$ cat config.mk
export PLATFORM = sky130hd
export DESIGN_NAME = triple_timer_with_irq_unit
export DESIGN_NICKNAME = d
export VERILOG_FILES = /design/src/rtl/core/ttim_pkg.sv /design/src/rtl/core/triple_timer_with_irq_unit.sv /design/src/rtl/core/ttim_front.sv /design/src/rtl/core/ttim_queue.sv /design/src/rtl/core/ttim_back.sv
export SDC_FILE = /design/constraint.sdc
export NUM_CORES = 1
export LEC_CHECK = 0
export ABC_AREA = 1
export BUFFER_PORTS_ARGS = -buffer_cell sky130_fd_sc_hd__clkbuf_2
export CORE_AREA = 2 2 125 127
export CTS_CLUSTER_DIAMETER = 100
export DETAILED_ROUTE_END_ITERATION = 8
export DIE_AREA = 0 0 127 129
export PLACE_DENSITY_LB_ADDON = 0.05
export SLEW_MARGIN = 20
export SYNTH_ARGS = -nofsm -noshare
export SYNTH_HDL_FRONTEND = slang
export SYNTH_HIERARCHICAL = 1
export SYNTH_SLANG_ARGS = --single-unit
$ cat constraint.sdc
create_clock -name i_clk -period 4.1 [get_ports i_clk]
set_clock_uncertainty 0.05 [all_clocks]
set_input_delay 0.82 -clock i_clk [delete_from_list [all_inputs] [get_ports i_clk]]
set_output_delay 0.82 -clock i_clk [all_outputs]
set_load 0.01 [all_outputs]
$ cat src/rtl/core/ttim_pkg.sv
// Shared types and constants for the triple timer with interrupt request.
`default_nettype none

package ttim_pkg;

    // Operation codes as they arrive on the input stream.
    localparam logic [1:0] OP_TICK  = 2'd0;
    localparam logic [1:0] OP_READ  = 2'd1;
    localparam logic [1:0] OP_WRITE = 2'd2;

    // Register offsets.
    localparam logic [2:0] ADDR_CTRL    = 3'd0;
    localparam logic [2:0] ADDR_STATUS  = 3'd1;
    localparam logic [2:0] ADDR_T1_MSB  = 3'd2;
    localparam logic [2:0] ADDR_T1_LSB  = 3'd3;
    localparam logic [2:0] ADDR_T2_MSB  = 3'd4;
    localparam logic [2:0] ADDR_T2_LSB  = 3'd5;
    localparam logic [2:0] ADDR_T3_MSB  = 3'd6;
    localparam logic [2:0] ADDR_T3_LSB  = 3'd7;

    // Control and status bit positions.
    localparam int CTL1_HOLD_BIT   = 0;
    localparam int CTL2_SEL_BIT    = 0;
    localparam int CTL2_IRQ_EN_BIT = 6;
    localparam int ST_IRQ_BIT      = 7;
    localparam int ST_T2_BIT       = 1;

    localparam logic [15:0] COUNT_RESET = 16'hFFFF;
    localparam int          NUM_TIMERS  = 3;

    localparam int IN_DATA_W  = 32;
    localparam int IN_USER_W  = 2;
    localparam int OUT_DATA_W = 16;

    typedef enum logic [1:0] {
        KIND_TICK  = 2'd0,
        KIND_READ  = 2'd1,
        KIND_WRITE = 2'd2,
        KIND_NOP   = 2'd3
    } t_kind;

    typedef struct packed {
        t_kind       kind;
        logic [2:0]  addr;
        logic [7:0]  wdata;
        logic [15:0] cycles;
    } t_cmd;

endpackage

`default_nettype wire

$ cat src/rtl/core/triple_timer_with_irq_unit.sv
// Top level of the triple timer with interrupt request.
// Usage:
//   Input stream (i_s_*): one item per tick, register read or register write.
//   i_s_tuser carries the operation, i_s_tdata the address, write byte and
//   elapsed cycle count. Output stream (o_m_*): exactly one result per item,
//   in order, holding the read byte, the interrupt level after the item and
//   the overrun flag for counter 2.
// An accepted item is written into the command queue, then executed from the
//   queue into the output register, where the receiver takes its result.
// Throughput: one item per cycle while results are taken; a tick is a
//   subtract, an add and compares on counter 2 in the execution stage.
// The front end classifies items into a two-entry command queue; the back
//   end executes one command per cycle into an output register, unless stalled.
// Stall: when the receiver holds i_m_tready low the result stays in place,
//   the queue fills with up to two more items, and then o_s_tready drops.
// Reset (synchronous, active low): counters and reload latches go to 0xFFFF,
//   control, status, the clear arming and the interrupt go to zero, and the
//   queue and output register empty.
`default_nettype none

module triple_timer_with_irq_unit (
    input  wire logic                               i_clk,
    input  wire logic                               i_rst_n,
    input  wire logic                               i_s_tvalid,
    output logic                                    o_s_tready,
    // tdata: reg_address[2:0], write_byte[10:3], elapsed_cycles[26:11], zeros
    input  wire logic [ttim_pkg::IN_DATA_W-1:0]     i_s_tdata,
    // tuser: operation[1:0]
    input  wire logic [ttim_pkg::IN_USER_W-1:0]     i_s_tuser,
    output logic                                    o_m_tvalid,
    input  wire logic                               i_m_tready,
    // tdata: read_byte[7:0], irq_level[8], overrun_error[9], zeros
    output logic [ttim_pkg::OUT_DATA_W-1:0]         o_m_tdata
);

    ttim_pkg::t_cmd w_front_cmd;
    ttim_pkg::t_cmd w_queue_cmd;
    logic           w_full;
    logic           w_push;
    logic           w_cmd_valid;
    logic           w_cmd_ready;

    assign o_s_tready = !w_full;
    assign w_push     = i_s_tvalid && !w_full;

    ttim_front u_front (
        .i_op   (i_s_tuser),
        .i_data (i_s_tdata),
        .o_cmd  (w_front_cmd)
    );

    ttim_queue u_queue (
        .i_clk      (i_clk),
        .i_rst_n    (i_rst_n),
        .i_push     (w_push),
        .i_push_cmd (w_front_cmd),
        .o_full     (w_full),
        .o_valid    (w_cmd_valid),
        .o_cmd      (w_queue_cmd),
        .i_pop      (w_cmd_valid && w_cmd_ready)
    );

    ttim_back u_back (
        .i_clk       (i_clk),
        .i_rst_n     (i_rst_n),
        .i_cmd_valid (w_cmd_valid),
        .i_cmd       (w_queue_cmd),
        .o_cmd_ready (w_cmd_ready),
        .o_m_tvalid  (o_m_tvalid),
        .i_m_tready  (i_m_tready),
        .o_m_tdata   (o_m_tdata)
    );

endmodule

`default_nettype wire

$ cat src/rtl/core/ttim_front.sv
// Front end: unpacks an input item and classifies it into a command.
`default_nettype none

module ttim_front (
    input  wire logic [ttim_pkg::IN_USER_W-1:0] i_op,
    input  wire logic [ttim_pkg::IN_DATA_W-1:0] i_data,
    output ttim_pkg::t_cmd                      o_cmd
);

    always_comb begin
        o_cmd        = '0;
        o_cmd.addr   = i_data[2:0];
        o_cmd.wdata  = i_data[10:3];
        o_cmd.cycles = i_data[26:11];
        case (i_op)
            ttim_pkg::OP_TICK: begin
                o_cmd.kind  = ttim_pkg::KIND_TICK;
                o_cmd.addr  = '0;
                o_cmd.wdata = '0;
            end
            ttim_pkg::OP_READ: begin
                o_cmd.kind   = ttim_pkg::KIND_READ;
                o_cmd.wdata  = '0;
                o_cmd.cycles = '0;
            end
            ttim_pkg::OP_WRITE: begin
                o_cmd.kind   = ttim_pkg::KIND_WRITE;
                o_cmd.cycles = '0;
            end
            default: begin
                // The unused operation code passes through as a no-op.
                o_cmd = '0;
                o_cmd.kind = ttim_pkg::KIND_NOP;
            end
        endcase
    end

endmodule

`default_nettype wire

$ cat src/rtl/core/ttim_queue.sv
// Two-entry command queue between the front end and the execution back end.
`default_nettype none

module ttim_queue (
    input  wire logic           i_clk,
    input  wire logic           i_rst_n,
    input  wire logic           i_push,
    input  wire ttim_pkg::t_cmd i_push_cmd,
    output logic                o_full,
    output logic                o_valid,
    output ttim_pkg::t_cmd      o_cmd,
    input  wire logic           i_pop
);

    ttim_pkg::t_cmd r_mem [2];
    logic           r_wr_ptr, n_wr_ptr;
    logic           r_rd_ptr, n_rd_ptr;
    logic [1:0]     r_count, n_count;

    assign o_full  = (r_count == 2'd2);
    assign o_valid = (r_count != 2'd0);
    assign o_cmd   = r_mem[r_rd_ptr];

    always_comb begin
        n_wr_ptr = r_wr_ptr;
        n_rd_ptr = r_rd_ptr;
        n_count  = r_count;
        if (i_push) begin
            n_wr_ptr = ~r_wr_ptr;
        end
        if (i_pop) begin
            n_rd_ptr = ~r_rd_ptr;
        end
        if (i_push && !i_pop) begin
            n_count = r_count + 2'd1;
        end else if (!i_push && i_pop) begin
            n_count = r_count - 2'd1;
        end
    end

    always_ff @(posedge i_clk) begin
        if (!i_rst_n) begin
            r_wr_ptr <= 1'b0;
            r_rd_ptr <= 1'b0;
            r_count  <= 2'd0;
        end else begin
            r_wr_ptr <= n_wr_ptr;
            r_rd_ptr <= n_rd_ptr;
            r_count  <= n_count;
        end
    end

    always_ff @(posedge i_clk) begin
        if (i_push) begin
            r_mem[r_wr_ptr] <= i_push_cmd;
        end
    end

    a_count_bound: assert property (@(posedge i_clk) disable iff (!i_rst_n)
        r_count != 2'd3)
        else $error("command queue count out of range");

endmodule

`default_nettype wire

$ cat src/rtl/core/ttim_back.sv
// Back end: timer state, register access and the output result register.
`default_nettype none

module ttim_back (
    input  wire logic                            i_clk,
    input  wire logic                            i_rst_n,
    input  wire logic                            i_cmd_valid,
    input  wire ttim_pkg::t_cmd                  i_cmd,
    output logic                                 o_cmd_ready,
    output logic                                 o_m_tvalid,
    input  wire logic                            i_m_tready,
    output logic [ttim_pkg::OUT_DATA_W-1:0]      o_m_tdata
);

    logic [15:0] r_c1, n_c1;
    logic [15:0] r_c2, n_c2;
    logic [15:0] r_c3, n_c3;
    logic [15:0] r_latch [ttim_pkg::NUM_TIMERS];
    logic [15:0] n_latch [ttim_pkg::NUM_TIMERS];
    logic [7:0]  r_ctl1, n_ctl1;
    logic [7:0]  r_ctl2, n_ctl2;
    logic [7:0]  r_ctl3, n_ctl3;
    logic [7:0]  r_status, n_status;
    logic        r_armed, n_armed;
    logic        r_irq, n_irq;

    logic        r_out_valid, n_out_valid;
    logic [ttim_pkg::OUT_DATA_W-1:0] r_out_data, n_out_data;

    logic               w_exec;
    logic signed [17:0] w_diff;
    logic signed [17:0] w_sum;
    logic [7:0]         w_rd;
    logic               w_err;
    logic               w_st_set;
    logic [1:0]         w_idx;

    assign o_cmd_ready = !r_out_valid || i_m_tready;
    assign w_exec      = i_cmd_valid && o_cmd_ready;
    assign o_m_tvalid  = r_out_valid;
    assign o_m_tdata   = r_out_data;

    // Counter 2 is kept non-negative, so 18 signed bits hold both steps.
    assign w_diff = $signed({2'b00, r_c2}) - $signed({2'b00, i_cmd.cycles});
    assign w_sum  = w_diff + $signed({2'b00, r_latch[1]});
    assign w_st_set = r_status[ttim_pkg::ST_IRQ_BIT] && r_status[ttim_pkg::ST_T2_BIT];
    assign w_idx  = 2'((i_cmd.addr - 3'd2) >> 1);

    always_comb begin
        n_c1     = r_c1;
        n_c2     = r_c2;
        n_c3     = r_c3;
        n_latch  = r_latch;
        n_ctl1   = r_ctl1;
        n_ctl2   = r_ctl2;
        n_ctl3   = r_ctl3;
        n_status = r_status;
        n_armed  = r_armed;
        n_irq    = r_irq;
        w_rd     = '0;
        w_err    = 1'b0;
        if (w_exec) begin
            case (i_cmd.kind)
                ttim_pkg::KIND_TICK: begin
                    if (!r_ctl1[ttim_pkg::CTL1_HOLD_BIT]) begin
                        n_c1 = r_c1 - i_cmd.cycles;
                        n_c3 = r_c3 - i_cmd.cycles;
                        n_c2 = w_diff[15:0];
                        if (w_diff <= 18'sd0) begin
                            if (r_ctl2[ttim_pkg::CTL2_IRQ_EN_BIT]) begin
                                n_irq = 1'b1;
                                n_status[ttim_pkg::ST_IRQ_BIT] = 1'b1;
                                n_status[ttim_pkg::ST_T2_BIT]  = 1'b1;
                            end
                        end
                        if (w_diff < 18'sd0) begin
                            if (r_latch[1] == 16'd0) begin
                                n_c2 = '0;
                            end else if (w_sum < 18'sd0) begin
                                n_c2  = '0;
                                w_err = 1'b1;
                            end else begin
                                n_c2 = w_sum[15:0];
                            end
                        end
                    end
                end
                ttim_pkg::KIND_READ: begin
                    case (i_cmd.addr)
                        ttim_pkg::ADDR_STATUS: begin
                            if (w_st_set) begin
                                n_armed = 1'b1;
                            end
                            w_rd = r_status;
                        end
                        ttim_pkg::ADDR_T1_MSB: w_rd = r_c1[15:8];
                        ttim_pkg::ADDR_T1_LSB: w_rd = r_c1[7:0];
                        ttim_pkg::ADDR_T2_MSB: w_rd = r_c2[15:8];
                        ttim_pkg::ADDR_T2_LSB: begin
                            // Status read followed by this read acknowledges the interrupt.
                            if (r_armed && w_st_set) begin
                                n_irq   = 1'b0;
                                n_armed = 1'b0;
                                n_status[ttim_pkg::ST_IRQ_BIT] = 1'b0;
                                n_status[ttim_pkg::ST_T2_BIT]  = 1'b0;
                            end
                            w_rd = r_c2[7:0];
                        end
                        ttim_pkg::ADDR_T3_MSB: w_rd = r_c3[15:8];
                        ttim_pkg::ADDR_T3_LSB: w_rd = r_c3[7:0];
                        default: w_rd = '0;
                    endcase
                end
                ttim_pkg::KIND_WRITE: begin
                    case (i_cmd.addr)
                        ttim_pkg::ADDR_CTRL: begin
                            if (r_ctl2[ttim_pkg::CTL2_SEL_BIT]) begin
                                n_ctl1 = i_cmd.wdata;
                            end else begin
                                n_ctl3 = i_cmd.wdata;
                            end
                        end
                        ttim_pkg::ADDR_STATUS: n_ctl2 = i_cmd.wdata;
                        default: begin
                            if (i_cmd.addr[0]) begin
                                n_latch[w_idx][7:0] = i_cmd.wdata;
                            end else begin
                                n_latch[w_idx][15:8] = i_cmd.wdata;
                            end
                        end
                    endcase
                end
                default: begin
                end
            endcase
        end
    end

    always_comb begin
        n_out_valid = r_out_valid;
        n_out_data  = r_out_data;
        if (w_exec) begin
            n_out_valid = 1'b1;
            n_out_data  = {6'b0, w_err, n_irq, w_rd};
        end else if (i_m_tready) begin
            n_out_valid = 1'b0;
        end
    end

    always_ff @(posedge i_clk) begin
        if (!i_rst_n) begin
            r_c1        <= ttim_pkg::COUNT_RESET;
            r_c2        <= ttim_pkg::COUNT_RESET;
            r_c3        <= ttim_pkg::COUNT_RESET;
            r_latch     <= '{default: ttim_pkg::COUNT_RESET};
            r_ctl1      <= '0;
            r_ctl2      <= '0;
            r_ctl3      <= '0;
            r_status    <= '0;
            r_armed     <= 1'b0;
            r_irq       <= 1'b0;
            r_out_valid <= 1'b0;
        end else begin
            r_c1        <= n_c1;
            r_c2        <= n_c2;
            r_c3        <= n_c3;
            r_latch     <= n_latch;
            r_ctl1      <= n_ctl1;
            r_ctl2      <= n_ctl2;
            r_ctl3      <= n_ctl3;
            r_status    <= n_status;
            r_armed     <= n_armed;
            r_irq       <= n_irq;
            r_out_valid <= n_out_valid;
        end
    end

    always_ff @(posedge i_clk) begin
        r_out_data <= n_out_data;
    end

    a_irq_status: assert property (@(posedge i_clk) disable iff (!i_rst_n)
        r_irq |-> (r_status[ttim_pkg::ST_IRQ_BIT] && r_status[ttim_pkg::ST_T2_BIT]))
        else $error("interrupt pending without status bits");

    a_armed_status: assert property (@(posedge i_clk) disable iff (!i_rst_n)
        r_armed |-> (r_status[ttim_pkg::ST_IRQ_BIT] && r_status[ttim_pkg::ST_T2_BIT]))
        else $error("clear armed without status bits");

    a_out_hold: assert property (@(posedge i_clk) disable iff (!i_rst_n)
        (r_out_valid && !i_m_tready) |=> (r_out_valid && $stable(r_out_data)))
        else $error("stalled result was lost or changed");

endmodule

`default_nettype wire

# Yosys cells after proc, flatten, opt, wreduce, memory -nomap -nowiden
# Memories as Yosys holds them, arrays and structs flattened. A register that Yosys moved wholly into a read port is not among the register bits.
# Cells that the tools add are included.
# totals
register_bits,122
latch_bits,0
mem_bits_rw,58
romBits,0
inputBits,38
output_inout_bits,18
wordCells,126
n_memories,1
# memory_table
memory,depth,width,read_ports,rd_clocked_by_memory_dff,write_ports,line,text
u_queue.r_mem,2,29,1,1,1,ttim_queue.sv:15,ttim_pkg::t_cmd r_mem [2];
# op_classes
add_sub_neg,7
multipliers,0
div_mod_pow,0
magnitude_cmp,5
n_eq_ne,19
shift,0
mux,39
bitwise_logic,7
n_reduce_logical,30
# ops
operator,count
$bwmux 48,2
$mux 16,5
$demux 16 s2,2
$pmux 8 s7,1
$mux 48,1
$lt 18x1->1 const B,2
$sub 16x16->16,2
$mux 1,19
$add 18x17->18,1
$le 18x1->1 const B,1
$sub 16x16->17,1
$logic_not 16->1,1
$mux 8,2
$eq 3x3->1 const B,4
$ne 2x1->1 const B,6
$reduce_bool 2->1,5
$reduce_and 3->1,3
$logic_and 1x1->1,7
$reduce_and 7->1,1
$eq 2x2->1 const B,3
$eq 3x2->1 const B,2
$not 1->1,6
$pmux 1 s2,3
$pmux 2 s3,1
other kinds (19),26

# Longest topological paths before layout
# Gate-level depths: netlist (run 1).
# depth
word_depth,8
mapped_depth,24
ltp_nobuf,23

# Cells and area by module
# The synthesis (run 1) kept the hierarchy.
# modules_own_cells
module,n_inst,cells_per_inst,area_per_inst_um2,seq_area_each_um2
ttim_back,1,967,6452.4,1721.7
ttim_queue,1,125,2361.0,1841.8
ttim_front,1,68,327.8,0.0
triple_timer_with_irq_unit,1,5,21.3,0.0

# Worst setup path before layout (run 1)
# OpenSTA, ideal clock, no wires.
# synth_path
path_type,register to register
startpoint,register with a tool-made name
endpoint,register u_back.r_c2[14]
setup_time_ps,115
arrival_ps,3380
required_ps,3935
setup_slack_ps,555
stages_incl_launch_ff,20
n_path_buf,1
period_less_slack_ps,3545
path_cell_list,dfxtp_1 -> buf_2 -> mux2_2 -> inv_1 -> ha_1 -> or2_1 -> and2_4 -> xor2_1 -> ha_1 -> a21oi_1 -> o21ai_1 -> a21oi_1 -> nor2_1 -> nor2_1 -> o31ai_1 -> or2_2 -> nand3_1 -> o21ai_0 -> nand2_1 -> nand2_1
# synth_lines
element,line,text
end signal: assignment,ttim_back.sv:153,r_c2 <= ttim_pkg::COUNT_RESET;
end signal: assignment,ttim_back.sv:165,r_c2 <= n_c2;
end: declaration,ttim_back.sv:16,"logic [15:0] r_c2, n_c2;"

==> flow_metrics.py, run 1 <==
metrics = {
    "synth": {
        "yosysWarnings": 6,
        "ys_top_cells_by_count": "nand2_1 (286), inv_1 (164), a21oi_1 (121)",
        "synth.distinct_cells": 51,
        "synth_top_area_share_pct": 22.3,
        "synth_flop_cell": "dfxtp_1",
        "ys_seq_area_share_pct": 38.9,
        "yosysMostFrequentCell": "nand2_1",
        "netlist_area_sq_um": 9160,
        "synth_edf_count": 68,
        "synth_area_leader_cell": "edfxtp_1",
        "synthArstFlopShare_pct": 0,
        "ys_seq_elements": 144,
        "postSynthCellCount": 1165,
        "syn_area_per_cell_sq_um": 7.86,
        "synthTopCellsByArea": "edfxtp_1 (22%), dfxtp_1 (17%), nand2_1 (12%)",
    },
    "final_layout": {
        "multiInputGateArea_sq_um": 4890,
        "finalInstanceArea_sq_um": 10400,
        "final_layout_size_suffix_gt1_share_pct": 15.2,
        "antenna_cells": 0,
        "fillCellCount": 1268,
        "register_area_sq_um": 3560,
        "final_nets": 1343,
        "area.growth.synth_to_final_pct": 13.4,
        "layoutNonFillerInstCount": 1435,
        "finish.utilization_pct": 69.4,
    },
    "route": {
        "drt-initial-drc-count": 651,
        "ant_nets": 0,
        "vias_per_cell": 5.55,
        "wl_per_cell_um": 15.5,
        "vias": 7963,
        "firstDrtPassIters": 5,
        "wl_um": 22300,
        "remaining_drc_errors": 0,
    },
    "worst_setup_path": {
        "rr_worst_depth": 22,
        "crit_path_end": "u_back/r_c2[0]",
        "cp.required_ns": 4.37,
        "rr_endpoint": "u_back/r_c2[0]",
        "crit_arrival_ns": 4.13,
        "path_common_cell": "nand2_1",
        "worstPathMaxFanout": 17,
        "slowest_delay_ns": 0.40,
        "crit_chain": "buf_12 -> mux2_2 -> ha_1 -> inv_1 -> fa_2 -> nand3_1 -> nand3_1 -> nand2_1 -> nand2_1 -> ha_1 -> a21o_1 -> a21oi_2 -> o21ai_4 -> a21oi_2 -> o21ai_2 -> nand2_2 -> a21oi_4 -> buf_4 -> nand2_1 -> o21ai_0 -> nand2_1 -> nand2_1",
        "crit_slowest_cell": "mux2_2",
        "critPathKind": "reg -> reg",
        "critPathLaunchType": "flop",
        "r2r_slack_ns": 0.25,
        "cp-end-kind": "flop",
    },
    "floorplan": {
        "rows": 45,
        "coreArea_sq_um": 15000,
        "io_pins": 56,
        "die_x_um": 127,
        "initial_core_util_pct": 61.2,
        "die_h_um": 129,
        "die-area_sq_um": 16400,
    },
    "clocking": {
        "cts.sinks": 144,
        "clock_latency_ns": 0.43,
        "root_buffer": "clkbuf_16",
        "hold_buffers": 0,
        "cts_max_level": 4,
        "clkTransAtPathRegs_ns": 0.07,
        "cts_tree": "done",
        "numCtsBuffers": 17,
        "clockBufferDepth": 2,
    },
    "grt": {
        "grt_start_max_net_pins": 68,
        "grt_usage_pct": 27.8,
        "antenna_found_initial": 0,
        "grt_pass1_vias": 7230,
        "grt_pass1_wl_um": 35600,
        "grt_overflow": 0,
    },
    "sta": {
        "slew_headroom_pct": 57.6,
        "layout_min_cycle_time_ns": 3.85,
        "fmax_ghz": 0.260,
        "maxSlewViolCount": 0,
        "finalHoldViolations": 0,
        "fin_crit_sh_pct": 94.0,
        "finalSetupViolCount": 0,
        "tightestPinTransition_ns": 0.636,
    },
    "placed_design": {
        "post_dp_cell_area_sq_um": 9720,
        "portBuffers": 44,
        "place_inst": 1402,
        "post-dp-hpwl_um": 16700,
        "place_congestion": 0.939,
    },
    "hold_path": {
        "hold_class": "reg -> reg",
        "whs_path_depth": 2,
    },
    "power": {
        "pwr_density_cell_nw_per_um2": 909,
        "ir_drop_v": 0.000399,
        "power_leakage_nw": 4.89,
    },
    "run": {
        "drv_cap": 0,
    },
    "outcome": {
        "status": "completed",
    },
}
flip-flops by register name (all words and copies together), names as in the netlist, named ones only:
name	flops
u_back/r_armed	1
u_queue/r_count	2
u_back/r_irq	1
u_back/r_c2	16
u_back/r_c3	16
u_back/o_m_tvalid	1
u_back/r_latch	16
u_back/o_m_tdata	10
u_queue/r_mem	58
u_queue/r_wr_ptr	1
u_queue/r_rd_ptr	1
u_back/r_c1	16
u_back/r_status	1
u_back/r_ctl2	2
u_back/r_ctl1	1
repair_timing:
item                                    4_1_cts  5_1_grt
endpoints found under the setup margin        0       14
setup buffers                                 0        1
resized for setup                             0       17
through the flow:
step	power (mW)	hold WS [ns]	setup TNS (ns)	setup slack, ns
2_1_floorplan	6.27	0.390	0	0.555
3_3_place_gp	7.59	0.403	0	0.245
3_5_place_dp	7.68	0.403	0	0.151
4_1_cts	9.22	0.420	0	0.117
5_1_grt	10.3	0.459	-0.115	-0.0669
6_report	9.44	0.417	0	0.246
worst min path at each step:
stage	start	end	slack [ns]
after floorplan	u_back/r_c2[0]	u_back/r_c2[0]	0.39
after global placement	u_back/r_c2[0]	u_back/r_c2[0]	0.40
after detailed placement	u_back/r_c2[0]	u_back/r_c2[0]	0.40
after CTS	u_back/r_c2[0]	u_back/r_c2[0]	0.42
after global routing	u_back/r_c1[15]	u_back/r_c1[15]	0.46
final	u_back/r_c2[0]	u_back/r_c2[0]	0.42
where the power goes:
part | switching (mW) | internal (mW)
clock network | 0.668 | 0.833
registers | 0.214 | 1.87
logic | 3.60 | 2.26
placed cells by master (no fill, tap or decap), drive strengths merged, types with 4 or more instances in the layout:
| cell | instances |
|---|---|
| a31oi | 5 |
| conb | 6 |
| o31ai | 5 |
| buf | 33 |
| nor3 | 12 |
| a22oi | 14 |
| o211ai | 8 |
| inv | 178 |
| edfxtp | 68 |
| o22ai | 4 |
| ha | 67 |
| mux2 | 29 |
| a41oi | 5 |
| xor2 | 13 |
| a21oi | 125 |
| dfxtp | 76 |
| clkbuf | 63 |
| fa | 4 |
| o21ai | 73 |
| nor2 | 59 |
| nand3 | 55 |
| nand4 | 7 |
| or2 | 8 |
| nor4 | 5 |
| nand2 | 299 |
| xnor2 | 9 |
critical path, delay by kind of cell, from the launching register on:
family          cells  cell delay, ns
compound gates      7            0.94
fa+ha+maj           3            0.77
simple gates        8            0.76
buf+inv             3            0.48
mux                 1            0.40
flops               1            0.35
cell families (layout without fill, tap and decap cells):
family,after synthesis,after routing,share of synthesized area (%)
AO/OA/AOI/OAI,248,248,15.3
XOR/XNOR,22,22,2.10
adder cells (fa/ha/maj),71,71,10.0
buffers and inverters,201,278,8.97
flip-flops,144,144,38.9
multiplexers,29,29,3.97
other,1,6,0.0409
AND/OR/NAND/NOR,449,449,20.7
per-layer routing:
layer	track usage [%]	up-vias	part of all wire, %
met4	9.11	0	2.3
li1	-	4046	-
met2	44.6	229	46
met1	37.7	3655	46
met3	5.99	33	6.2
met5	0	-	0
final cells by class:
class	count	area share (%)
Tap cell	188	2.26
Multi-Input combinational cell	825	47.1
Clock inverter	13	1.11
Sequential cell	144	34.3
Clock buffer	19	4.37
Timing Repair Buffer	77	4.75
Inverter	169	6.11
No activity file was read; power rests on OpenSTA's default activity.
==> run 2: changes to the inputs <==
--- a/config.mk
+++ b/config.mk
@@ -5,12 +5,12 @@
 export SDC_FILE = /design/constraint.sdc
 export NUM_CORES = 1
 export LEC_CHECK = 0
-export ABC_AREA = 1
+export ABC_AREA = 0
 export BUFFER_PORTS_ARGS = -buffer_cell sky130_fd_sc_hd__clkbuf_2
-export CORE_AREA = 2 2 125 127
+export CORE_AREA = 2 2 124 126
 export CTS_CLUSTER_DIAMETER = 100
 export DETAILED_ROUTE_END_ITERATION = 8
-export DIE_AREA = 0 0 127 129
+export DIE_AREA = 0 0 126 128
 export PLACE_DENSITY_LB_ADDON = 0.05
 export SLEW_MARGIN = 20
 export SYNTH_ARGS = -nofsm -noshare
==> flow_metrics.py, run 2 <==
metrics = {
    "route": {
        "drt-initial-drc-count": 691,
        "ant_nets": 0,
        "vias_per_cell": 6.05,
        "firstDrtPassIters": 5,
        "remaining_drc_errors": 0,
        "wl_um": 23200,
        "vias": 7695,
        "wl_per_cell_um": 18.3,
    },
    "power": {
        "finalPower_mw": 10.3,
        "power_leakage_nw": 4.61,
        "pwr_density_cell_nw_per_um2": 940,
        "ir_drop_v": 0.000500,
    },
    "hold_path": {
        "min_to": "u_back/r_armed",
        "hold_class": "reg -> reg",
        "min_from": "u_back/r_armed",
        "whs_path_depth": 2,
    },
    "worst_setup_path": {
        "crit_chain": "mux2_4 -> inv_4 -> ha_4 -> nor2b_4 -> o31a_1 -> o31a_1 -> o21a_2 -> mux2_4 -> o2111ai_4 -> ha_4 -> and3_4 -> o311a_1 -> o21a_1 -> a311o_1 -> o31ai_4 -> nor3_4 -> clkbuf_16 -> a221oi_2 -> o21ai_1",
        "worstPathMaxFanout": 6,
        "r2r_slack_ns": -0.34,
        "cp-end-kind": "flop",
        "slowest_delay_ns": 0.38,
        "critPathLaunchType": "flop",
        "path_delay_family": "compound AO/OA/AOI/OAI gates",
        "critPathKind": "reg -> reg",
        "rr_endpoint": "u_back/r_c2[6]",
        "crit_slowest_cell": "dfxtp_4",
        "crit_arrival_ns": 4.66,
        "cp.depth": 19,
        "cp.required_ns": 4.32,
        "rr_worst_depth": 19,
        "cp.buffers_inverters": 2,
    },
    "synth": {
        "synth_top_area_share_pct": 22.6,
        "ys_seq_elements": 144,
        "yosysWarnings": 6,
        "synthArstFlopShare_pct": 0,
        "ys_top_cells_by_count": "nand2_1 (81), dfxtp_1 (76), edfxtp_1 (68)",
        "synth.distinct_cells": 78,
        "synthTopCellsByArea": "edfxtp_1 (23%), dfxtp_1 (17%), ha_1 (9.3%)",
        "ys_seq_area_share_pct": 39.4,
        "syn_area_per_cell_sq_um": 9.59,
        "synth_flop_cell": "dfxtp_1",
        "yosysMostFrequentCell": "nand2_1",
        "netlist_area_sq_um": 9050,
        "synth_edf_count": 68,
        "synth_area_leader_cell": "edfxtp_1",
        "postSynthCellCount": 944,
    },
    "sta": {
        "fin_crit_sh_pct": 108,
        "tns_ns": -4.05,
        "layout_setup_ws_ns": -0.340,
        "maxSlewViolCount": 0,
        "tightestPinTransition_ns": 0.756,
        "layout_min_cycle_time_ns": 4.44,
        "rsz0062_at_grt": "yes",
        "fmax_ghz": 0.225,
        "slew_headroom_pct": 49.5,
        "finalHoldViolations": 0,
        "finalSetupViolCount": 17,
    },
    "placed_design": {
        "place_inst": 1233,
        "portBuffers": 44,
        "post_dp_cell_area_sq_um": 10100,
        "place_congestion": 0.940,
        "post-dp-hpwl_um": 17200,
    },
    "final_layout": {
        "fillCellCount": 1108,
        "antenna_cells": 0,
        "register_area_sq_um": 3570,
        "final_nets": 1180,
        "final_layout_size_suffix_gt1_share_pct": 27.5,
        "layoutNonFillerInstCount": 1272,
        "largest_reg_flops": 58,
        "layout_common_cells": "buf_4 (99), nand2_1 (78), dfxtp_1 (75)",
        "area.growth.synth_to_final_pct": 20.5,
        "finalInstanceArea_sq_um": 10900,
        "top_register": "u_queue/r_mem",
        "final_common_cell": "buf_4",
        "multiInputGateArea_sq_um": 5340,
    },
    "outcome": {
        "status": "complete, but fails checks",
        "violations": "setup timing",
    },
    "clocking": {
        "hold_buffers": 0,
        "clkTransAtPathRegs_ns": 0.07,
        "clock_latency_ns": 0.44,
        "cts_tree": "done",
        "clockBufferDepth": 2,
        "numCtsBuffers": 17,
        "cts_max_level": 4,
        "cts.sinks": 144,
        "root_buffer": "clkbuf_16",
    },
    "floorplan": {
        "die-area_sq_um": 16100,
        "coreArea_sq_um": 14900,
        "die_h_um": 128,
        "die_x_um": 126,
        "io_pins": 56,
        "rows": 45,
        "initial_core_util_pct": 60.9,
    },
    "grt": {
        "grt_pass1_vias": 7670,
        "grt_overflow": 0,
        "grt_start_max_net_pins": 60,
        "grt_pass1_wl_um": 37600,
        "grt_usage_pct": 29.7,
        "antenna_found_initial": 0,
    },
    "run": {
        "drv_cap": 0,
    },
}
## run 2: cells by family after synthesis
logic type                 share of synthesized area (%)
AOI/OAI and AO/OA                                   18.1
xor gates and xnor gates                            4.26
adders and majority gates                           10.1
buffers and inverters                               4.38
DFF                                                 39.4
muxes                                               6.47
other                                             0.0414
and+or+nand+nor                                     17.2
## run 2: cell type report
cell class                 count  area share [%]
clock buffer                  17            3.90
sequential                   144            32.7
timing repair buffer         148            9.58
inverter                      46            1.60
multi-input combinational    714            49.0
tap                          188            2.15
clock inverter                15            1.12
## run 2: metal layers
metal	routed length (um)	GRT usage, %	share of wire [%]
met5	0	0	0
met4	714	11.9	3.1
met2	11000	48.8	48
met1	10100	38.5	43
met3	1410	6.39	6.1
## run 2: timing repair
| action | in CTS | in global routing |
|---|---|---|
| gates resized for setup | 19 | 23 |
| pin swaps | 20 | 23 |
| cloned | 1 | 0 |
| hold endpoints to repair | 0 | 0 |
| setup buffers | 4 | 6 |
| endpoints found under the setup margin | 17 | 17 |
## run 2: worst min-delay path, delay by kind of cell (launching register included)
kind	cells	cell delay, ns
flops	1	0.32
compound gates	1	0.06
simple gates	1	0.05
## run 2: worst max path at each step
stage | endpoint | slack [ns]
6_report | u_back/r_c2[6] | -0.34
5_1_grt | u_back/r_c2[6] | -0.55
4_1_cts | u_back/r_c2[15] | -0.41
3_5_place_dp | u_back/r_c2[15] | -0.46
3_3_place_gp | u_back/r_c2[2] | -0.37
2_1_floorplan | u_back/r_c2[15] | -0.32
## run 2: power breakdown
group / switching (mW) / internal [mW] / leakage [nW]
clock network: 0.671 / 0.792 / 0.271
registers: 0.202 / 1.85 / 1.28
logic: 3.58 / 3.17 / 3.06
## run 2: metrics by stage
step	util [%]	worst slack (ns)	hold slack, ns
2_1_floorplan	-	-0.320	0.387
3_3_place_gp	68.1	-0.374	0.395
3_5_place_dp	68.1	-0.462	0.425
4_1_cts	72.7	-0.413	0.434
5_1_grt	73.4	-0.546	0.468
6_report	73.4	-0.340	0.432
